[src/hw/rtl/alle_pkg.sv]
package alle_pkg;

   typedef enum logic [2:0] {
      ST_IDLE,
      ST_WALK,
      ST_TAIL,
      ST_LINK,
      ST_REPLY
   } alle_state_type;

   typedef enum logic [1:0] {
      STAT_DONE      = 2'd0,
      STAT_FULL      = 2'd1,
      STAT_EMPTY     = 2'd2,
      STAT_NOT_FOUND = 2'd3
   } alle_status_type;

   typedef enum logic [1:0] {
      KIND_INSERT = 2'd0,
      KIND_DELETE = 2'd1,
      KIND_MODIFY = 2'd2
   } alle_kind_type;

   // commands from the sequencer to the slot map
   typedef struct packed {
      logic scan_start;
      logic scan_en;
      logic set_en;
      logic clr_en;
   } alle_slot_cmd_type;

   typedef struct packed {
      logic free_done;
      logic free_found;
   } alle_slot_stat_type;

endpackage

[src/hw/rtl/array_linked_list_engine.sv]
// channel  direction  ports                                         handshake
// req      in         req_kind, req_search_key, req_new_value       req_valid / req_ready
// rsp      out        rsp_status, rsp_slot_index, rsp_entry_count   rsp_valid / rsp_ready
//
// one item at a time; the list walk reads one entry per cycle from the data and
// link memories (insert walks the whole list, delete and modify stop at the
// first match).
// reset clears the slot valid bits, head and count at once; no clearing pass.
// the next item is taken while a result still waits on rsp; the engine holds
// in its reply state only when a second result would have to go out.
module array_linked_list_engine #(
   parameter int DEPTH = 8,
   parameter int DATA_WIDTH = 32,
   localparam int IDX_W = $clog2(DEPTH),
   localparam int LINK_W = $clog2(DEPTH + 1),
   localparam int CNT_W = $clog2(DEPTH + 1)
) (
   input  logic                         clock,
   input  logic                         reset,
   input  logic                         req_valid,
   output logic                         req_ready,
   input  logic [1:0]                   req_kind,
   input  logic signed [DATA_WIDTH-1:0] req_search_key,
   input  logic signed [DATA_WIDTH-1:0] req_new_value,
   output logic                         rsp_valid,
   input  logic                         rsp_ready,
   output logic [1:0]                   rsp_status,
   output logic [IDX_W-1:0]             rsp_slot_index,
   output logic [CNT_W-1:0]             rsp_entry_count
);
   import alle_pkg::*;

   localparam logic [LINK_W-1:0] LINK_NONE = LINK_W'(DEPTH);
   localparam logic [CNT_W-1:0]  CNT_FULL  = CNT_W'(DEPTH);

   alle_state_type state_ff;
   alle_state_type state_in;

   logic [1:0]            kind_ff;
   logic [1:0]            kind_in;
   logic [DATA_WIDTH-1:0] key_ff;
   logic [DATA_WIDTH-1:0] key_in;
   logic [DATA_WIDTH-1:0] value_ff;
   logic [DATA_WIDTH-1:0] value_in;
   logic [LINK_W-1:0]     cur_ff;
   logic [LINK_W-1:0]     cur_in;
   logic [LINK_W-1:0]     prev_ff;
   logic [LINK_W-1:0]     prev_in;
   logic [LINK_W-1:0]     steps_ff;
   logic [LINK_W-1:0]     steps_in;
   logic [LINK_W-1:0]     head_ff;
   logic [LINK_W-1:0]     head_in;
   logic [CNT_W-1:0]      count_ff;
   logic [CNT_W-1:0]      count_in;
   logic [1:0]            res_status_ff;
   logic [1:0]            res_status_in;
   logic [IDX_W-1:0]      res_slot_ff;
   logic [IDX_W-1:0]      res_slot_in;
   logic                  rsp_valid_ff;
   logic                  rsp_valid_in;
   logic [1:0]            rsp_status_ff;
   logic [1:0]            rsp_status_in;
   logic [IDX_W-1:0]      rsp_slot_ff;
   logic [IDX_W-1:0]      rsp_slot_in;
   logic [CNT_W-1:0]      rsp_count_ff;
   logic [CNT_W-1:0]      rsp_count_in;

   logic                  accept;
   logic                  out_free;
   logic                  is_find;
   logic                  is_early;
   logic                  match;
   logic                  walk_go;

   logic                  rd_en;
   logic [IDX_W-1:0]      rd_addr;
   logic [DATA_WIDTH-1:0] data_rd;
   logic [LINK_W-1:0]     link_rd;
   logic                  data_we;
   logic [IDX_W-1:0]      data_waddr;
   logic [DATA_WIDTH-1:0] data_wdata;
   logic                  link_we;
   logic [IDX_W-1:0]      link_waddr;
   logic [LINK_W-1:0]     link_wdata;

   alle_slot_cmd_type     slot_cmd;
   alle_slot_stat_type    slot_stat;
   logic [IDX_W-1:0]      set_idx;
   logic [IDX_W-1:0]      clr_idx;
   logic [LINK_W-1:0]     query_addr;
   logic                  query_live;
   logic [LINK_W-1:0]     free_idx;

   alle_ram #(
      .WIDTH (DATA_WIDTH),
      .DEPTH (DEPTH)
   ) u_data_ram (
      .clock   (clock),
      .wr_en   (data_we),
      .wr_addr (data_waddr),
      .wr_data (data_wdata),
      .rd_en   (rd_en),
      .rd_addr (rd_addr),
      .rd_data (data_rd)
   );

   alle_ram #(
      .WIDTH (LINK_W),
      .DEPTH (DEPTH)
   ) u_link_ram (
      .clock   (clock),
      .wr_en   (link_we),
      .wr_addr (link_waddr),
      .wr_data (link_wdata),
      .rd_en   (rd_en),
      .rd_addr (rd_addr),
      .rd_data (link_rd)
   );

   alle_slot_map #(
      .DEPTH (DEPTH)
   ) u_slot_map (
      .clock      (clock),
      .reset      (reset),
      .cmd        (slot_cmd),
      .set_idx    (set_idx),
      .clr_idx    (clr_idx),
      .query_addr (query_addr),
      .query_live (query_live),
      .free_idx   (free_idx),
      .stat       (slot_stat)
   );

   assign req_ready = (state_ff == ST_IDLE);
   assign accept    = req_valid && req_ready;
   assign out_free  = !rsp_valid_ff || rsp_ready;
   assign is_find   = (kind_ff == KIND_DELETE) || (kind_ff == KIND_MODIFY);
   assign match     = (data_rd == key_ff);

   // idle looks at the head, the walk looks at the link just read
   assign query_addr = (state_ff == ST_IDLE) ? head_ff : link_rd;
   assign walk_go    = (steps_ff < LINK_NONE) && query_live;

   // items that go straight to the reply without a walk: full, empty or an unknown kind
   always_comb begin
      is_early = 1'b0;
      if (req_kind == KIND_INSERT) begin
         is_early = (count_ff == CNT_FULL);
      end else if ((req_kind == KIND_DELETE) || (req_kind == KIND_MODIFY)) begin
         is_early = (count_ff == '0);
      end else begin
         is_early = 1'b1;
      end
   end

   always_comb begin
      state_in = state_ff;
      case (state_ff)
         ST_IDLE: begin
            if (accept) begin
               if (is_early) begin
                  state_in = ST_REPLY;
               end else if (query_live) begin
                  state_in = ST_WALK;
               end else if (req_kind == KIND_INSERT) begin
                  state_in = ST_TAIL;
               end else begin
                  state_in = ST_REPLY;
               end
            end
         end
         ST_WALK: begin
            if (is_find && match) begin
               state_in = ST_REPLY;
            end else if (walk_go) begin
               state_in = ST_WALK;
            end else if (is_find) begin
               state_in = ST_REPLY;
            end else begin
               state_in = ST_TAIL;
            end
         end
         ST_TAIL: begin
            if (slot_stat.free_done) begin
               if (slot_stat.free_found && (prev_ff != LINK_NONE)) begin
                  state_in = ST_LINK;
               end else begin
                  state_in = ST_REPLY;
               end
            end
         end
         ST_LINK: begin
            state_in = ST_REPLY;
         end
         ST_REPLY: begin
            if (out_free) begin
               state_in = ST_IDLE;
            end
         end
         default: begin
            state_in = ST_IDLE;
         end
      endcase
   end

   always_comb begin
      kind_in       = kind_ff;
      key_in        = key_ff;
      value_in      = value_ff;
      cur_in        = cur_ff;
      prev_in       = prev_ff;
      steps_in      = steps_ff;
      head_in       = head_ff;
      count_in      = count_ff;
      res_status_in = res_status_ff;
      res_slot_in   = res_slot_ff;
      rd_en         = 1'b0;
      rd_addr       = head_ff[IDX_W-1:0];
      data_we       = 1'b0;
      data_waddr    = cur_ff[IDX_W-1:0];
      data_wdata    = value_ff;
      link_we       = 1'b0;
      link_waddr    = prev_ff[IDX_W-1:0];
      link_wdata    = link_rd;
      slot_cmd      = '0;
      set_idx       = free_idx[IDX_W-1:0];
      clr_idx       = cur_ff[IDX_W-1:0];
      case (state_ff)
         ST_IDLE: begin
            if (accept) begin
               kind_in             = req_kind;
               key_in              = req_search_key;
               value_in            = req_new_value;
               cur_in              = head_ff;
               prev_in             = LINK_NONE;
               steps_in            = LINK_W'(1);
               res_slot_in         = '0;
               res_status_in       = STAT_DONE;
               slot_cmd.scan_start = 1'b1;
               if (is_early) begin
                  if (req_kind == KIND_INSERT) begin
                     res_status_in = STAT_FULL;
                  end else if ((req_kind == KIND_DELETE) || (req_kind == KIND_MODIFY)) begin
                     res_status_in = STAT_EMPTY;
                  end
               end else if (query_live) begin
                  rd_en = 1'b1;
               end else if (req_kind != KIND_INSERT) begin
                  res_status_in = STAT_NOT_FOUND;
               end
            end
         end
         ST_WALK: begin
            slot_cmd.scan_en = 1'b1;
            if (is_find && match) begin
               res_slot_in = cur_ff[IDX_W-1:0];
               if (kind_ff == KIND_DELETE) begin
                  slot_cmd.clr_en = 1'b1;
                  count_in        = count_ff - CNT_W'(1);
                  // unlink: head moves, or the predecessor skips the hit
                  if (prev_ff == LINK_NONE) begin
                     head_in = link_rd;
                  end else begin
                     link_we = 1'b1;
                  end
               end else begin
                  data_we = 1'b1;
               end
            end else if (walk_go) begin
               rd_en    = 1'b1;
               rd_addr  = link_rd[IDX_W-1:0];
               prev_in  = cur_ff;
               cur_in   = link_rd;
               steps_in = steps_ff + LINK_W'(1);
            end else begin
               // prev now holds the tail
               prev_in = cur_ff;
               if (is_find) begin
                  res_status_in = STAT_NOT_FOUND;
               end
            end
         end
         ST_TAIL: begin
            slot_cmd.scan_en = 1'b1;
            if (slot_stat.free_done) begin
               if (slot_stat.free_found) begin
                  data_we         = 1'b1;
                  data_waddr      = free_idx[IDX_W-1:0];
                  data_wdata      = key_ff;
                  link_we         = 1'b1;
                  link_waddr      = free_idx[IDX_W-1:0];
                  link_wdata      = LINK_NONE;
                  slot_cmd.set_en = 1'b1;
                  count_in        = count_ff + CNT_W'(1);
                  res_slot_in     = free_idx[IDX_W-1:0];
                  if (prev_ff == LINK_NONE) begin
                     head_in = free_idx;
                  end
               end else begin
                  res_status_in = STAT_FULL;
               end
            end
         end
         ST_LINK: begin
            link_we    = 1'b1;
            link_waddr = prev_ff[IDX_W-1:0];
            link_wdata = LINK_W'(res_slot_ff);
         end
         ST_REPLY: begin
         end
         default: begin
         end
      endcase
   end

   always_comb begin
      rsp_valid_in  = rsp_valid_ff;
      rsp_status_in = rsp_status_ff;
      rsp_slot_in   = rsp_slot_ff;
      rsp_count_in  = rsp_count_ff;
      if ((state_ff == ST_REPLY) && out_free) begin
         rsp_valid_in  = 1'b1;
         rsp_status_in = res_status_ff;
         rsp_slot_in   = res_slot_ff;
         rsp_count_in  = count_ff;
      end else if (rsp_ready) begin
         rsp_valid_in = 1'b0;
      end
   end

   always_ff @(posedge clock) begin
      if (reset) begin
         state_ff     <= ST_IDLE;
         head_ff      <= LINK_NONE;
         count_ff     <= '0;
         rsp_valid_ff <= 1'b0;
      end else begin
         state_ff     <= state_in;
         head_ff      <= head_in;
         count_ff     <= count_in;
         rsp_valid_ff <= rsp_valid_in;
      end
   end

   always_ff @(posedge clock) begin
      kind_ff       <= kind_in;
      key_ff        <= key_in;
      value_ff      <= value_in;
      cur_ff        <= cur_in;
      prev_ff       <= prev_in;
      steps_ff      <= steps_in;
      res_status_ff <= res_status_in;
      res_slot_ff   <= res_slot_in;
      rsp_status_ff <= rsp_status_in;
      rsp_slot_ff   <= rsp_slot_in;
      rsp_count_ff  <= rsp_count_in;
   end

   assign rsp_valid       = rsp_valid_ff;
   assign rsp_status      = rsp_status_ff;
   assign rsp_slot_index  = rsp_slot_ff;
   assign rsp_entry_count = rsp_count_ff;

`ifndef SYNTHESIS
   a_busy_after_accept: assert property (@(posedge clock) disable iff (reset)
      accept |=> (state_ff != ST_IDLE))
      else $error("engine idle right after taking an item");

   a_count_step: assert property (@(posedge clock) disable iff (reset)
      (count_ff == $past(count_ff)) || (count_ff == $past(count_ff) + CNT_W'(1))
      || (count_ff == $past(count_ff) - CNT_W'(1)))
      else $error("entry count moved by more than one");

   a_count_bound: assert property (@(posedge clock) disable iff (reset)
      (state_ff == ST_REPLY) |-> (count_ff <= CNT_FULL))
      else $error("entry count above depth");

   a_fail_slot_zero: assert property (@(posedge clock) disable iff (reset)
      ((state_ff == ST_REPLY) && out_free && (res_status_ff != STAT_DONE))
      |=> (rsp_slot_index == '0))
      else $error("failed item reports a nonzero slot");
`endif

endmodule

[src/hw/rtl/alle_ram.sv]
module alle_ram #(
   parameter int WIDTH = 32,
   parameter int DEPTH = 8,
   localparam int ADDR_W = $clog2(DEPTH)
) (
   input  logic              clock,
   input  logic              wr_en,
   input  logic [ADDR_W-1:0] wr_addr,
   input  logic [WIDTH-1:0]  wr_data,
   input  logic              rd_en,
   input  logic [ADDR_W-1:0] rd_addr,
   output logic [WIDTH-1:0]  rd_data
);

   logic [WIDTH-1:0] mem_ff [DEPTH];
   logic [WIDTH-1:0] rd_data_ff;

   always_ff @(posedge clock) begin
      if (wr_en) begin
         mem_ff[wr_addr] <= wr_data;
      end
      if (rd_en) begin
         rd_data_ff <= mem_ff[rd_addr];
      end
   end

   assign rd_data = rd_data_ff;

endmodule

[src/hw/rtl/alle_slot_map.sv]
module alle_slot_map #(
   parameter int DEPTH = 8,
   localparam int IDX_W = $clog2(DEPTH),
   localparam int LINK_W = $clog2(DEPTH + 1)
) (
   input  logic                        clock,
   input  logic                        reset,
   input  alle_pkg::alle_slot_cmd_type cmd,
   input  logic [IDX_W-1:0]            set_idx,
   input  logic [IDX_W-1:0]            clr_idx,
   input  logic [LINK_W-1:0]           query_addr,
   output logic                        query_live,
   output logic [LINK_W-1:0]           free_idx,
   output alle_pkg::alle_slot_stat_type stat
);
   import alle_pkg::*;

   localparam logic [LINK_W-1:0] LINK_NONE = LINK_W'(DEPTH);

   logic [DEPTH-1:0]  valid_ff;
   logic [DEPTH-1:0]  valid_in;
   logic [LINK_W-1:0] scan_ff;
   logic [LINK_W-1:0] scan_in;
   logic              scan_hit;

   // a link is live when it is in range and its slot holds an entry
   assign query_live = (query_addr < LINK_NONE) && valid_ff[query_addr[IDX_W-1:0]];

   // scan for the lowest free slot, one slot per cycle while scan_en is set
   assign scan_hit        = (scan_ff < LINK_NONE) && valid_ff[scan_ff[IDX_W-1:0]];
   assign stat.free_done  = !scan_hit;
   assign stat.free_found = scan_ff < LINK_NONE;
   assign free_idx        = scan_ff;

   always_comb begin
      scan_in = scan_ff;
      if (cmd.scan_start) begin
         scan_in = '0;
      end else if (cmd.scan_en && scan_hit) begin
         scan_in = scan_ff + LINK_W'(1);
      end
   end

   always_comb begin
      valid_in = valid_ff;
      if (cmd.set_en) begin
         valid_in[set_idx] = 1'b1;
      end
      if (cmd.clr_en) begin
         valid_in[clr_idx] = 1'b0;
      end
   end

   always_ff @(posedge clock) begin
      if (reset) begin
         valid_ff <= '0;
         scan_ff  <= '0;
      end else begin
         valid_ff <= valid_in;
         scan_ff  <= scan_in;
      end
   end

endmodule
[config.mk]
export PLATFORM = sky130hd
export DESIGN_NAME = array_linked_list_engine
export DESIGN_NICKNAME = d
export VERILOG_FILES = /design/src/hw/rtl/alle_pkg.sv /design/src/hw/rtl/array_linked_list_engine.sv /design/src/hw/rtl/alle_ram.sv /design/src/hw/rtl/alle_slot_map.sv
export SDC_FILE = /design/constraint.sdc
export NUM_CORES = 1
export LEC_CHECK = 0
export BUFFER_PORTS_ARGS = -buffer_cell sky130_fd_sc_hd__buf_2
export CAP_MARGIN = 20
export CORE_MARGIN = 2
export CORE_UTILIZATION = 25
export DETAILED_ROUTE_END_ITERATION = 8
export REMOVE_ABC_BUFFERS = 1
export SLEW_MARGIN = 10
export SYNTH_ARGS = -nofsm -noshare
export SYNTH_HDL_FRONTEND = slang
export SYNTH_SLANG_ARGS = --single-unit
[constraint.sdc]
create_clock -name clock -period 12.3 [get_ports clock]
set_input_delay 1.845 -clock clock [delete_from_list [all_inputs] [get_ports clock]]
set_output_delay 1.845 -clock clock [all_outputs]
set_load 0.01 [all_outputs]
==> key figures <==
Timing
  – Period utilization: 0.3823
  – Fmax: 0.2127 GHz
  – Setup TNS: 0 ns
  – Skew final: roughly 0.050 ns
  – Max-slew violation count: 0
  – Final min period: 4.702 ns
  – RSZ-0062 raised after global routing: false
  – Slew margin rel.: 0.2485
  – Measured slew at the worst slew-check pin: 1.115 ns
  – Final setup fails: 0
  – Hold Fails Final Rpt: 0

Synthesis
  – Top cells by area, synth: edfxtp_1 (68%), and3_1 (4.1%), a221o_1 (3.9%), a32oi_1 (3.4%), dfxtp_1 (2.6%)
  – Synth top area share: 0.6801
  – Primary FF master, synth: edfxtp_1
  – Yosys warnings: 0
  – Register area share after synthesis: 0.7063
  – Distinct cells, synth: 64
  – Synth Instances: 1256
  – Async set-reset flop share out of synthesis: 0
  – Mean Syn Cell Area: 14.62 um2
  – Number of synthesized flops with an enable pin: between 400 and 500
  – Synthesized area: 18370 um2
  – Synth area leader: edfxtp_1
  – Seq cells post-synth: 440

Die
  – DIE HEIGHT: 275.1 um
  – Site row count: 99
  – Die X: roughly 280 um
  – Starting Density: 0.2522
  – CORE AREA: 72830 um2
  – Full die area: roughly 76000 um2
  – Io pins: 81

Finish
  – Commonest non-fill, non-tap cell in the layout: edfxtp_1
  – Syn-to-layout area delta: 15.80%
  – Share of post-route cells with drive strength above 1: 0.1727
  – Fill count: 7259
  – Sequential cell area: 12970 um2
  – Multi-input gate area: 5026 um2
  – Commonest non-fill, non-tap cells in the layout: edfxtp_1 (416), and3_1 (119), buf_2 (81)
  – Ant diodes: 0
  – Post-route cell area: 21270 um2
  – # nets final: between 1000 and 1500

Critical path
  – R2R depth: 10
  – Register-to-register setup slack: 7.60 ns
  – Startpoint Class: flip-flop
  – Arr. time, crit path: slightly above 5 ns
  – Crit path capture type: flip-flop
  – CP Launch Point: state_ff[0]
  – Reg2reg end: u_data_ram.rd_data[19]
  – Critical path peak fanout: 75
  – WP data required: roughly 13 ns
  – Reg2reg start: state_ff[0]
  – WS Path Type: flip-flop to flip-flop

Placement
  – Dpl cell area: between 15000 and 20000 um2
  – GPL Wtd Cong: 0.8803
  – DPL Wire Length: between 20000 and 30000 um
  – Port-buffer cells: 80

Clock tree
  – CTS tree: yes
  – Max clock buf depth: 3
  – H-tree depth: 2
  – CTS Buf Count: 45
  – Clock-pin transition on the worst setup and hold timing paths: 0.06 ns
  – Root Driver: clkbuf_16
  – Post-CTS setup buffers: 0
  – Latest clock arrival within the worst-skew pair: 0.59 ns
  – Hold buffers post-CTS: 0
  – CTS sink count: 440
  – CTS resizes: 0

Global route
  – Pin count of the biggest net entering global routing: 77
  – Initial antenna violation count: 0
  – GR Layer Usage met3: 0.01929
  – Grt met1 use: 0.1714
  – Grt peak-use layer: met2
  – GR Util met2: 0.1997
  – Vias in the first global route: roughly 11000
  – First-pass GRT wire length: 71160 um
  – Total gr overflow: 0
  – Total track usage: 0.1225

Drt
  – Residual DRC count: 0
  – Via density per instance: 5.025
  – Post-DRT Antenna Nets: 0
  – Total number of vias: roughly 12000
  – TritonRoute pass-1 iters: 5
  – DR WL/cell: 20.63 um
  – WL final: ~48000 um
  – DRT iter0 DRCs: 1060

Power and ir drop
  – Pwr/cell area: 153.7 nW/um2
  – Peak supply drop: 0.00009946 V
  – Power, Total: approximately 3300 uW
  – Static leakage: 0.006964 uW

Worst hold path
  – Worst Hold Class: flip-flop to flip-flop
  – Hold endpoint: rsp_status[1]
  – Worst hold start: res_status_ff[1]
  – Hold Path Depth: 0

Outcome
  – Outcome: complete, no violations

Flow run
  – Max-Cap Viols: 0
## how the worst max path moves through the flow
stage,cells past startpoint,slack [ns],end
floorplan,9,7.18,u_data_ram.rd_data[0]
global placement,10,7.83,u_data_ram.rd_data[12]
detailed placement,10,7.77,u_data_ram.rd_data[12]
CTS,10,7.75,u_data_ram.rd_data[31]
global route,10,7.39,u_data_ram.rd_data[9]
finish,10,7.60,u_data_ram.rd_data[19]
## state kept, by name, indices dropped and copies added, names as in the netlist, 3 cells and up
register / cells
u_data_ram.rd_data: 32
steps_ff: 4
head_ff: 4
u_link_ram.mem_ff: 32
u_slot_map.valid_ff: 8
rsp_slot_index: 3
u_link_ram.rd_data: 4
rsp_entry_count: 4
u_data_ram.mem_ff: 256
count_ff: 4
cur_ff: 4
prev_ff: 4
key_ff: 32
u_slot_map.free_idx: 4
res_slot_ff: 3
value_ff: 32
state_ff: 3
## cell type report
cell class                      count  share of cell area
Sequential cell                   440              0.6099
Multi-Input combinational cell    706              0.2363
Tap cell                          959             0.05642
Clock buffer                       55             0.05471
Timing Repair Buffer              106             0.02788
Clock inverter                     29             0.01241
Inverter                           13            0.002353
## kinds of logic (layout without fill, tap and decap cells)
family | Yosys count | after routing | synth area share
simple gates | 325 | 325 | 0.09455
mux | 44 | 44 | 0.02772
flops | 440 | 440 | 0.7063
xor+xnor | 41 | 41 | 0.01955
compound gates | 289 | 289 | 0.1211
fa+ha+maj | 7 | 7 | 0.005177
buf+inv | 110 | 203 | 0.02561
## through the flow
stage | util | setup slack (ns) | hold WS, ns | instances
after CTS | 0.2920 | 7.749 | 0.4405 | 2308
final | 0.2920 | 7.598 | 0.4326 | 2308
after detailed placement | 0.2724 | 7.773 | 0.4262 | 2224
after global routing | 0.2920 | 7.392 | 0.4413 | 2308
after global placement | 0.2723 | 7.832 | 0.4049 | 2223
after floorplan | - | 7.179 | 0.4003 | 1159
## cell usage after synthesis, types with 4 or more instances
cell type / n
mux2_2: 32
ha_1: 6
edfxtp_1: 416
xor2_1: 31
nor4_1: 7
nor3_1: 16
nor2_1: 58
xnor2_1: 10
buf_2: 18
and2_1: 4
dfxtp_1: 24
a32oi_1: 72
nor2b_1: 4
nand2_1: 43
o21ai_1: 10
or3_1: 5
a21oi_1: 18
a211oi_1: 4
and3_1: 119
nand3b_1: 4
inv_1: 12
nand3_1: 44
a221o_1: 72
clkbuf_1: 71
nand2b_1: 9
mux2i_1: 9
o21ai_0: 70
a31oi_1: 11
## worst max-delay path, stage by stage (launching register included)
cell      delay [ns]
dfxtp_1         0.75
or3_1           0.36
clkinv_2        0.21
a211oi_1        0.24
o32a_1          0.25
and4_1          0.47
nand3_4         0.73
buf_4           0.63
and3_1          0.30
a221o_1         0.25
and3_1          0.18
## power breakdown
part	switching, uW	total [uW]	internal [uW]
registers	29.9	1750	1720
clock network	588	1330	745
logic	127	191	63.5
## layer usage
layer,vias to the layer above,share of wire
met4,0,0.016
met1,5938,0.45
met2,445,0.47
met3,68,0.068
met5,-,0
li1,5147,-
No activity file was read; power rests on OpenSTA's default activity.
